File: config.mk
export PLATFORM = sky130hd
export DESIGN_NAME = radix_digit_converter
export DESIGN_NICKNAME = d
export VERILOG_FILES = /design/src/rdc_pkg.sv /design/src/rdc_front.sv /design/src/rdc_back.sv /design/src/radix_digit_converter.sv
export SDC_FILE = /design/constraint.sdc
export NUM_CORES = 2
export LEC_CHECK = 0
export ABC_CLOCK_PERIOD_IN_PS = 10300
export BUFFER_PORTS_ARGS = -buffer_cell sky130_fd_sc_hd__buf_2
export CAP_MARGIN = 20
export CORE_MARGIN = 4
export CORE_UTILIZATION = 47
export DETAILED_ROUTE_END_ITERATION = 7
export PLACE_DENSITY = 0.67
export SETUP_SLACK_MARGIN = 0.5
export SYNTH_ARGS = -nofsm -noshare
export SYNTH_HDL_FRONTEND = slang
export SYNTH_HIERARCHICAL = 1
export SYNTH_SLANG_ARGS = --single-unit
export TNS_END_PERCENT = 1
File: constraint.sdc
create_clock -name aclk -period 10.3 [get_ports aclk]
set_input_delay 1.03 -clock aclk [delete_from_list [all_inputs] [get_ports aclk]]
set_output_delay 1.03 -clock aclk [all_outputs]
set_load 0.005 [all_outputs]
File: src/rdc_pkg.sv
`timescale 1ns / 1ps
// ----------------------------------------------------------------------------
// rdc_pkg: shared types and constants of the radix digit converter
// Field widths, symbol codes, back-end states, the queued item and the
// reciprocal table used to divide by the radix.
// ----------------------------------------------------------------------------
package rdc_pkg;

    localparam int WHOLE_W     = 30;
    localparam int FRAC_W      = 32;
    localparam int RADIX_W     = 5;
    localparam int DIGIT_W     = 4;
    localparam int KIND_W      = 2;
    localparam int RECIP_W     = 32;
    localparam int S_TDATA_W   = 64;
    localparam int M_TDATA_W   = 8;

    localparam int FRACTION_DIGITS_DEF  = 6;
    localparam int WHOLE_DIGITS_MAX_DEF = 30;

    // Queue between front and back; keep it a power of two.
    localparam int QUEUE_DEPTH = 2;

    localparam logic [RADIX_W-1:0] RADIX_RESET = RADIX_W'(10);
    localparam logic [RADIX_W-1:0] RADIX_MIN   = RADIX_W'(2);
    localparam logic [RADIX_W-1:0] RADIX_MAX   = RADIX_W'(16);

    typedef enum logic [KIND_W-1:0] {
        KIND_MINUS = 2'd0,
        KIND_DIGIT = 2'd1,
        KIND_POINT = 2'd2
    } symbol_kind_t;

    typedef enum logic [2:0] {
        ST_IDLE,
        ST_SIGN,
        ST_MUL,
        ST_FIX,
        ST_POP,
        ST_POINT,
        ST_FRAC
    } back_state_t;

    typedef struct packed {
        logic                  neg;
        logic [WHOLE_W-1:0]    whole;
        logic [FRAC_W-1:0]     frac;
        logic [RADIX_W-1:0]    base;
        logic                  frac_nz;
    } rdc_item_t;

    function automatic logic [RADIX_W-1:0] clamp_radix(input logic [RADIX_W-1:0] r);
        logic [RADIX_W-1:0] res;
        if (r < RADIX_MIN) begin
            res = RADIX_MIN;
        end else if (r > RADIX_MAX) begin
            res = RADIX_MAX;
        end else begin
            res = r;
        end
        return res;
    endfunction

    // floor(2^32 / base); the quotient estimate is then exact or one low.
    function automatic logic [RECIP_W-1:0] recip_of(input logic [RADIX_W-1:0] base);
        logic [RECIP_W-1:0] res;
        case (base)
            5'd2:    res = 32'd2147483648;
            5'd3:    res = 32'd1431655765;
            5'd4:    res = 32'd1073741824;
            5'd5:    res = 32'd858993459;
            5'd6:    res = 32'd715827882;
            5'd7:    res = 32'd613566756;
            5'd8:    res = 32'd536870912;
            5'd9:    res = 32'd477218588;
            5'd10:   res = 32'd429496729;
            5'd11:   res = 32'd390451572;
            5'd12:   res = 32'd357913941;
            5'd13:   res = 32'd330382099;
            5'd14:   res = 32'd306783378;
            5'd15:   res = 32'd286331153;
            default: res = 32'd268435456;
        endcase
        return res;
    endfunction

endpackage

File: src/rdc_front.sv
`timescale 1ns / 1ps
// ----------------------------------------------------------------------------
// rdc_front: input acceptance and item queue
// Unpacks each input transfer, clamps the radix, flags a nonzero fraction
// and queues the item for the conversion engine.
// ----------------------------------------------------------------------------
module rdc_front
    import rdc_pkg::*;
(
    input  logic                 aclk,
    input  logic                 aresetn,
    input  logic [RADIX_W-1:0]   radix,
    input  logic                 s_tvalid,
    output logic                 s_tready,
    input  logic [S_TDATA_W-1:0] s_tdata,
    output logic                 item_valid,
    input  logic                 item_ready,
    output rdc_item_t            item
);

    localparam int PTR_W  = (QUEUE_DEPTH > 1) ? $clog2(QUEUE_DEPTH) : 1;
    localparam int FILL_W = $clog2(QUEUE_DEPTH + 1);

    rdc_item_t          queue_mem [QUEUE_DEPTH];
    logic [PTR_W-1:0]   wr_ptr_reg, wr_ptr_next;
    logic [PTR_W-1:0]   rd_ptr_reg, rd_ptr_next;
    logic [FILL_W-1:0]  fill_reg, fill_next;
    rdc_item_t          in_item;
    logic               push, pop;

    always_comb begin
        in_item.neg     = s_tdata[0];
        in_item.whole   = s_tdata[1 +: WHOLE_W];
        in_item.frac    = s_tdata[1 + WHOLE_W +: FRAC_W];
        in_item.base    = clamp_radix(radix);
        in_item.frac_nz = (s_tdata[1 + WHOLE_W +: FRAC_W] != '0);
    end

    assign s_tready   = (fill_reg != FILL_W'(QUEUE_DEPTH));
    assign item_valid = (fill_reg != '0);
    assign item       = queue_mem[rd_ptr_reg];
    assign push       = s_tvalid && s_tready;
    assign pop        = item_valid && item_ready;

    always_comb begin
        wr_ptr_next = push ? PTR_W'(wr_ptr_reg + 1'b1) : wr_ptr_reg;
        rd_ptr_next = pop  ? PTR_W'(rd_ptr_reg + 1'b1) : rd_ptr_reg;
        fill_next   = fill_reg;
        if (push && !pop) begin
            fill_next = FILL_W'(fill_reg + 1'b1);
        end else if (pop && !push) begin
            fill_next = FILL_W'(fill_reg - 1'b1);
        end
    end

    always_ff @(posedge aclk) begin
        if (!aresetn) begin
            wr_ptr_reg <= '0;
            rd_ptr_reg <= '0;
            fill_reg   <= '0;
        end else begin
            wr_ptr_reg <= wr_ptr_next;
            rd_ptr_reg <= rd_ptr_next;
            fill_reg   <= fill_next;
        end
    end

    always_ff @(posedge aclk) begin
        if (push) begin
            queue_mem[wr_ptr_reg] <= in_item;
        end
    end

    a_fill_bound: assert property (@(posedge aclk) disable iff (!aresetn)
        fill_reg <= FILL_W'(QUEUE_DEPTH))
        else $error("queue fill above depth");

    a_ptr_fill: assert property (@(posedge aclk) disable iff (!aresetn)
        PTR_W'(wr_ptr_reg - rd_ptr_reg) == PTR_W'(fill_reg))
        else $error("queue pointers disagree with fill");

endmodule

File: src/rdc_back.sv
`timescale 1ns / 1ps
// ----------------------------------------------------------------------------
// rdc_back: digit engine and output register
// Divides the integer part by the radix digit by digit (multiply, then fix)
// onto a digit stack, pops it out, then emits the point and fraction digits.
// ----------------------------------------------------------------------------
module rdc_back
    import rdc_pkg::*;
#(
    parameter int FRACTION_DIGITS  = FRACTION_DIGITS_DEF,
    parameter int WHOLE_DIGITS_MAX = WHOLE_DIGITS_MAX_DEF
)(
    input  logic                 aclk,
    input  logic                 aresetn,
    input  logic                 item_valid,
    output logic                 item_ready,
    input  rdc_item_t            item,
    output logic                 m_tvalid,
    input  logic                 m_tready,
    output logic [M_TDATA_W-1:0] m_tdata,
    output logic [KIND_W-1:0]    m_tuser,
    output logic                 m_tlast
);

    localparam int CNT_W  = $clog2(WHOLE_DIGITS_MAX + 1);
    localparam int IDX_W  = $clog2(WHOLE_DIGITS_MAX);
    localparam int DONE_W = $clog2(FRACTION_DIGITS + 1);
    localparam int REM_W  = RADIX_W + 1;
    localparam int MQ_W   = WHOLE_W + RECIP_W;
    localparam int QD_W   = WHOLE_W + RADIX_W;
    localparam int FP_W   = FRAC_W + RADIX_W;

    back_state_t         state_reg, state_next;

    logic                neg_reg;
    logic                frac_nz_reg;
    logic [RADIX_W-1:0]  base_reg;
    logic [RECIP_W-1:0]  recip_reg;
    logic [WHOLE_W-1:0]  quot_reg;
    logic [WHOLE_W-1:0]  qest_reg;
    logic [FRAC_W-1:0]   frac_reg;
    logic [CNT_W-1:0]    count_reg;
    logic [DONE_W-1:0]   done_reg;
    logic [DIGIT_W-1:0]  digit_stack [WHOLE_DIGITS_MAX];

    logic                out_valid_reg;
    symbol_kind_t        out_kind_reg;
    logic [DIGIT_W-1:0]  out_digit_reg;
    logic                out_last_reg;

    logic                out_free;
    logic                emit;
    symbol_kind_t        emit_kind;
    logic [DIGIT_W-1:0]  emit_digit;
    logic                emit_last;

    logic [MQ_W-1:0]     mq;
    logic [QD_W-1:0]     qd;
    logic [WHOLE_W-1:0]  rem_raw;
    logic [REM_W-1:0]    rem_small;
    logic [REM_W-1:0]    rem_fix;
    logic [WHOLE_W-1:0]  q_fix;
    logic [FP_W-1:0]     fp;
    logic [DIGIT_W-1:0]  frac_digit;
    logic [FRAC_W-1:0]   frac_rest;
    logic                frac_last;
    logic [DIGIT_W-1:0]  stack_top;
    logic                stack_room;

    assign out_free = !out_valid_reg || m_tready;

    // Quotient estimate by reciprocal, then one compare-and-subtract fix.
    assign mq        = MQ_W'(quot_reg) * MQ_W'(recip_reg);
    assign qd        = QD_W'(qest_reg) * QD_W'(base_reg);
    assign rem_raw   = quot_reg - qd[WHOLE_W-1:0];
    assign rem_small = rem_raw[REM_W-1:0];

    always_comb begin
        if (rem_small >= REM_W'(base_reg)) begin
            rem_fix = rem_small - REM_W'(base_reg);
            q_fix   = qest_reg + 1'b1;
        end else begin
            rem_fix = rem_small;
            q_fix   = qest_reg;
        end
    end

    assign fp         = FP_W'(frac_reg) * FP_W'(base_reg);
    assign frac_digit = fp[FRAC_W +: DIGIT_W];
    assign frac_rest  = fp[FRAC_W-1:0];
    assign frac_last  = (done_reg == DONE_W'(FRACTION_DIGITS - 1)) || (frac_rest == '0);

    assign stack_top  = digit_stack[IDX_W'(count_reg - 1'b1)];
    assign stack_room = (count_reg < CNT_W'(WHOLE_DIGITS_MAX));

    always_comb begin
        state_next = state_reg;
        item_ready = 1'b0;
        emit       = 1'b0;
        emit_kind  = KIND_DIGIT;
        emit_digit = '0;
        emit_last  = 1'b0;
        case (state_reg)
            ST_IDLE: begin
                item_ready = 1'b1;
                if (item_valid) begin
                    state_next = ST_SIGN;
                end
            end
            ST_SIGN: begin
                if (!neg_reg) begin
                    state_next = ST_MUL;
                end else if (out_free) begin
                    emit       = 1'b1;
                    emit_kind  = KIND_MINUS;
                    state_next = ST_MUL;
                end
            end
            ST_MUL: begin
                state_next = ST_FIX;
            end
            ST_FIX: begin
                state_next = (q_fix == '0) ? ST_POP : ST_MUL;
            end
            ST_POP: begin
                if (out_free) begin
                    emit       = 1'b1;
                    emit_digit = stack_top;
                    emit_last  = (count_reg == CNT_W'(1)) && !frac_nz_reg;
                    if (count_reg == CNT_W'(1)) begin
                        state_next = frac_nz_reg ? ST_POINT : ST_IDLE;
                    end
                end
            end
            ST_POINT: begin
                if (out_free) begin
                    emit       = 1'b1;
                    emit_kind  = KIND_POINT;
                    state_next = ST_FRAC;
                end
            end
            ST_FRAC: begin
                if (out_free) begin
                    emit       = 1'b1;
                    emit_digit = frac_digit;
                    emit_last  = frac_last;
                    if (frac_last) begin
                        state_next = ST_IDLE;
                    end
                end
            end
            default: begin
                state_next = ST_IDLE;
            end
        endcase
    end

    always_ff @(posedge aclk) begin
        if (!aresetn) begin
            state_reg <= ST_IDLE;
        end else begin
            state_reg <= state_next;
        end
    end

    // Counters
    always_ff @(posedge aclk) begin
        if (!aresetn) begin
            count_reg <= '0;
            done_reg  <= '0;
        end else begin
            case (state_reg)
                ST_IDLE: begin
                    if (item_valid) begin
                        count_reg <= '0;
                        done_reg  <= '0;
                    end
                end
                ST_FIX: begin
                    if (stack_room) begin
                        count_reg <= CNT_W'(count_reg + 1'b1);
                    end
                end
                ST_POP: begin
                    if (out_free) begin
                        count_reg <= CNT_W'(count_reg - 1'b1);
                    end
                end
                ST_FRAC: begin
                    if (out_free) begin
                        done_reg <= DONE_W'(done_reg + 1'b1);
                    end
                end
                default: begin
                end
            endcase
        end
    end

    // Working values and digit stack
    always_ff @(posedge aclk) begin
        case (state_reg)
            ST_IDLE: begin
                if (item_valid) begin
                    neg_reg     <= item.neg;
                    quot_reg    <= item.whole;
                    frac_reg    <= item.frac;
                    base_reg    <= item.base;
                    frac_nz_reg <= item.frac_nz;
                    recip_reg   <= recip_of(item.base);
                end
            end
            ST_MUL: begin
                qest_reg <= mq[RECIP_W +: WHOLE_W];
            end
            ST_FIX: begin
                if (stack_room) begin
                    digit_stack[count_reg[IDX_W-1:0]] <= rem_fix[DIGIT_W-1:0];
                end
                quot_reg <= q_fix;
            end
            ST_FRAC: begin
                if (out_free) begin
                    frac_reg <= frac_rest;
                end
            end
            default: begin
            end
        endcase
    end

    // Output register: accept a new symbol whenever the slot drains
    always_ff @(posedge aclk) begin
        if (!aresetn) begin
            out_valid_reg <= 1'b0;
        end else if (out_free) begin
            out_valid_reg <= emit;
        end
    end

    always_ff @(posedge aclk) begin
        if (emit) begin
            out_kind_reg  <= emit_kind;
            out_digit_reg <= emit_digit;
            out_last_reg  <= emit_last;
        end
    end

    assign m_tvalid = out_valid_reg;
    assign m_tdata  = M_TDATA_W'(out_digit_reg);
    assign m_tuser  = out_kind_reg;
    assign m_tlast  = out_last_reg;

    a_rem_below_base: assert property (@(posedge aclk) disable iff (!aresetn)
        state_reg == ST_FIX |-> rem_fix < REM_W'(base_reg))
        else $error("corrected remainder not below radix");

    a_count_bound: assert property (@(posedge aclk) disable iff (!aresetn)
        count_reg <= CNT_W'(WHOLE_DIGITS_MAX))
        else $error("digit stack count above depth");

    a_idle_empty: assert property (@(posedge aclk) disable iff (!aresetn)
        state_reg == ST_IDLE |-> count_reg == '0)
        else $error("digit stack not empty when idle");

    a_done_bound: assert property (@(posedge aclk) disable iff (!aresetn)
        done_reg <= DONE_W'(FRACTION_DIGITS))
        else $error("too many fraction digits");

endmodule

File: src/radix_digit_converter.sv
`timescale 1ns / 1ps
// ----------------------------------------------------------------------------
// radix_digit_converter: signed fixed-point number to radix digit symbols
// Top level: radix register, input queue and digit engine.
// ----------------------------------------------------------------------------
// Each input transfer carries a sign, a 30-bit integer magnitude and a 0.32
// fraction; the block returns a stream of symbols (minus, digits, point) in the
// radix held in the configuration register (2 to 16, out-of-range values
// clamped), with tlast on the final symbol. The engine handles one number at a
// time: a load step, a sign step (taken whether or not a minus is emitted), a
// reciprocal multiply step and a remainder fix step per integer digit, a pop of
// the digit stack per integer digit, and, when the fraction is nonzero, a point
// step and a step per fraction digit. Output stalls hold the emitting steps.
// A two-entry input queue lets a following number be accepted while one is in
// conversion, and an output register decouples the result stream.
// ----------------------------------------------------------------------------
module radix_digit_converter
    import rdc_pkg::*;
#(
    parameter int FRACTION_DIGITS  = FRACTION_DIGITS_DEF,
    parameter int WHOLE_DIGITS_MAX = WHOLE_DIGITS_MAX_DEF
)(
    input  logic                 aclk,
    input  logic                 aresetn,
    input  logic                 cfg_valid,
    output logic                 cfg_ready,
    input  logic [RADIX_W-1:0]   cfg_data,   // radix
    input  logic                 s_tvalid,
    output logic                 s_tready,
    input  logic [S_TDATA_W-1:0] s_tdata,    // negative, whole_part, fraction_part, pad
    output logic                 m_tvalid,
    input  logic                 m_tready,
    output logic [M_TDATA_W-1:0] m_tdata,    // digit_value, pad
    output logic [KIND_W-1:0]    m_tuser,    // symbol_kind
    output logic                 m_tlast
);

    logic [RADIX_W-1:0] radix_reg;
    logic               item_valid;
    logic               item_ready;
    rdc_item_t          item;

    assign cfg_ready = 1'b1;

    always_ff @(posedge aclk) begin
        if (!aresetn) begin
            radix_reg <= RADIX_RESET;
        end else if (cfg_valid && cfg_ready) begin
            radix_reg <= cfg_data;
        end
    end

    rdc_front u_front (
        .aclk       (aclk),
        .aresetn    (aresetn),
        .radix      (radix_reg),
        .s_tvalid   (s_tvalid),
        .s_tready   (s_tready),
        .s_tdata    (s_tdata),
        .item_valid (item_valid),
        .item_ready (item_ready),
        .item       (item)
    );

    rdc_back #(
        .FRACTION_DIGITS  (FRACTION_DIGITS),
        .WHOLE_DIGITS_MAX (WHOLE_DIGITS_MAX)
    ) u_back (
        .aclk       (aclk),
        .aresetn    (aresetn),
        .item_valid (item_valid),
        .item_ready (item_ready),
        .item       (item),
        .m_tvalid   (m_tvalid),
        .m_tready   (m_tready),
        .m_tdata    (m_tdata),
        .m_tuser    (m_tuser),
        .m_tlast    (m_tlast)
    );

endmodule

==> summary.txt <==
Logic synthesis
  – Synth Warn #: 6
  – Cell taking the most area after synthesis: fa_1
  – Post-synthesis sequential area ratio: around a quarter
  – Top FF cell, synth: edfxtp_1
  – Share of the synthesized area in the top cell type: 35.7%
  – Synth area leaders: fa_1 (36%), edfxtp_1 (22%), ha_1 (7.9%)
  – Async SR Flop Fraction: 0%
  – Synthesized cell area: 51,700 µm²
  – Synth Register Bits: a little over 400
  – Post-synth top cells: inv_1 (1,047), fa_1 (924), nand2_1 (595)
  – Syn_area_per_cell: 10.4 µm²
  – Top-count cell post-synth: inv_1
  – Number of synthesized flops with an enable pin: just under 400
  – Mapped Cells: around 5,000
  – Cell variety after synth: 83

Floorplanning
  – Die area: 115,000 µm²
  – Rows: 121
  – Die X: around 340 µm
  – Height of the die: about 340 µm
  – I/O pins: 88
  – CORE AREA: around 110,000 µm²
  – Initial Util: between 40% and 50%

Timing
  – Max Slew Vio Count: 0
  – Rel. slew slack: 15.5%
  – RSZ-0062 raised after global routing: false
  – Worst slew pin tran: approximately 1.3 ns
  – F_max: 106 MHz
  – Post-layout min period: 9.44 ns
  – Fin crit share: about nine tenths
  – TNS Setup: 0 ns
  – Final Hold Violating Endpoints: 0
  – Setup Skew: approximately 0.018 ns
  – Setup-failing EPs final: 0

Global routing
  – Met1 usage: roughly a third
  – Grt ovf: 0
  – Tot GR Track Use: a little under a quarter
  – Antenna violations before repair: 5
  – Largest net degree at the start of global routing: 70
  – First-pass GRT wire length: between 200,000 and 250,000 µm
  – GRT busiest layer: met2
  – Global routing usage on met3: approximately 4.7%
  – Vias in the first global route: between 30,000 and 40,000
  – GR Util met2: around two fifths

Clock tree
  – Hold buffers post-CTS: 0
  – Max Root-Sink Buffers: 3
  – Setup Fix Bufs, Post-CTS: 0
  – Root Driver: clkbuf_16
  – Total clock sinks: between 400 and 500
  – CTS tree: done
  – Clk Latency, worst-skew pair: about 0.55 ns
  – CTS resizes: 0
  – H-tree lvl count: 2
  – Clock Pin Slew Worst Setup and Hold Paths: 0.07 ns
  – TritonCTS Buffers: 36

Worst setup path
  – Critical path's slowest cell: edfxtp_1
  – Setup crit start kind: register
  – CP most frequent cell: fa_1
  – Crit path buffers/inverters: 4
  – Delay-heaviest family, CP: adder cells
  – Critical Path RT: between 10 and 15 ns
  – Max stage delay on crit path: between 0.9 and 1 ns
  – Register-to-Register Path Depth: 25
  – CP endpoint kind: register
  – Worst setup path startpoint: u_back/recip_reg[21]$_SDFFCE_PP0P_
  – R2r setup slk: between 0.8 and 0.9 ns
  – Crit Path Max Fanout: 16
  – CP Data Arrival Time: between 9 and 10 ns
  – Reg2reg start: u_back/recip_reg[21]$_SDFFCE_PP0P_
  – Reg2reg end: u_back/qest_reg[27]$_DFFE_PP_
  – Kind of critical path: register to register

Final layout
  – P&R area growth vs syn: 6.24%
  – Layout net count: around 6,300
  – Cell Count, Final, Fillers Out: ~6,400
  – Share of layout cells above drive strength 1: between 7 and 8%
  – Fin area: 55,000 µm²
  – Final core occ: roughly 50%
  – Max reg flops: roughly 140

Worst hold path
  – Hold Path End: radix_reg[0]$_SDFFE_PN0P_
  – Worst Hold Class: register to register
  – Hold Startpoint: radix_reg[0]$_SDFFE_PN0P_
  – WHS Path Cells: 2

Routing
  – Vias: 34,400
  – WL final: about 130,000 µm
  – Antenna viol nets, final: 0
  – Vias per inst: approximately 5.3
  – Routed wire length per instance: ~21 µm
  – DRT Pass-1 Iters: 7
  – DRC errors left: 0
  – First DRT Iteration DRCs: approximately 2,700

Place
  – Dpl hpwl: 107,000 µm
  – PortBufs: 81
  – Dpl cells: ~6,400
  – Placed Area: between 50,000 and 60,000 µm²
  – Placer Congestion: 0.963

Outcome
  – Outcome: complete, no violations

Job
  – Max Cap Violations: 0
[cells by family (layout without fill, tap and decap cells)]
| logic type | Yosys count | in the layout | share of synthesized area (%) |
|---|---|---|---|
| AOI/OAI and AO/OA | 411 | 411 | 5.09 |
| xor gates and xnor gates | 128 | 128 | 2.17 |
| adders and majority gates | 1252 | 1252 | 43.7 |
| buffers and inverters | 1270 | 1277 | 9.40 |
| DFF | 408 | 408 | 23.3 |
| muxes | 133 | 133 | 3.54 |
| other | 2 | 6 | 0.0145 |
| and+or+nand+nor | 1352 | 1352 | 12.9 |
[cells in the final DEF (no fill, tap or decap), drive strengths merged, types with 23 or more instances in the layout]
cell type  Yosys  final
mux4          28     28
a21oi        112    112
ha           328    328
nor2         131    131
clkbuf       194     46
and2         412    412
edfxtp       386    386
mux2          80     80
a21o          45     45
xnor2         79     79
a211oi        23     23
nor3          30     30
nand2b        25     25
mux2i         25     25
nand4         29     29
xor2          49     49
buf           29    165
nand2        595    595
o21ai        102    102
inv         1047   1051
fa           924    924
nand3         32     32
[worst max-delay path by stage]
| stage | slack (ns) | cells past startpoint | endpoint |
|---|---|---|---|
| after global routing | 0.56 | 24 | u_back/qest_reg[23]$_DFFE_PP_ |
| final | 0.86 | 25 | u_back/qest_reg[27]$_DFFE_PP_ |
| after CTS | 0.93 | 27 | u_back/qest_reg[27]$_DFFE_PP_ |
| after floorplan | 2.14 | 28 | u_back/qest_reg[27]$_DFFE_PP_ |
| after global placement | 1.01 | 27 | u_back/qest_reg[27]$_DFFE_PP_ |
| after detailed placement | 0.97 | 27 | u_back/qest_reg[27]$_DFFE_PP_ |
[metrics by stage]
step / setup WS [ns] / hold slack, ns
2_1_floorplan: 2.14 / 0.465
3_3_place_gp: 1.01 / 0.496
3_5_place_dp: 0.971 / 0.505
4_1_cts: 0.934 / 0.522
5_1_grt: 0.561 / 0.560
6_report: 0.864 / 0.520
[layout make-up]
| cell class | instances | area (µm²) |
|---|---|---|
| fill | 9878 | 54200 |
| multi-input combinational | 3281 | 34900 |
| sequential | 408 | 12000 |
| inverter | 1047 | 3930 |
| tap | 1476 | 1850 |
| timing repair buffer | 166 | 1130 |
| clock buffer | 45 | 965 |
| clock inverter | 19 | 174 |
| antenna | 1 | 2.50 |
[per-layer routing]
metal | up-vias | part of all wire (%)
li1 | 15400 | -
met3 | 287 | 8.7
met1 | 17500 | 40
met4 | 6 | 3.9
met5 | - | 0.028
met2 | 1315 | 47
[worst reg2reg max path: cells and delay by family (launching register included)]
family | cells | cell delay, ns
compound gates | 8 | 2.34
flops | 1 | 0.96
buf+inv | 4 | 0.61
xor+xnor | 1 | 0.14
fa+ha+maj | 9 | 4.39
simple gates | 3 | 0.76
Power is left out: the tool's default activity adds up to more than one toggle a clock period on the data nets, which glitch-free logic cannot reach.
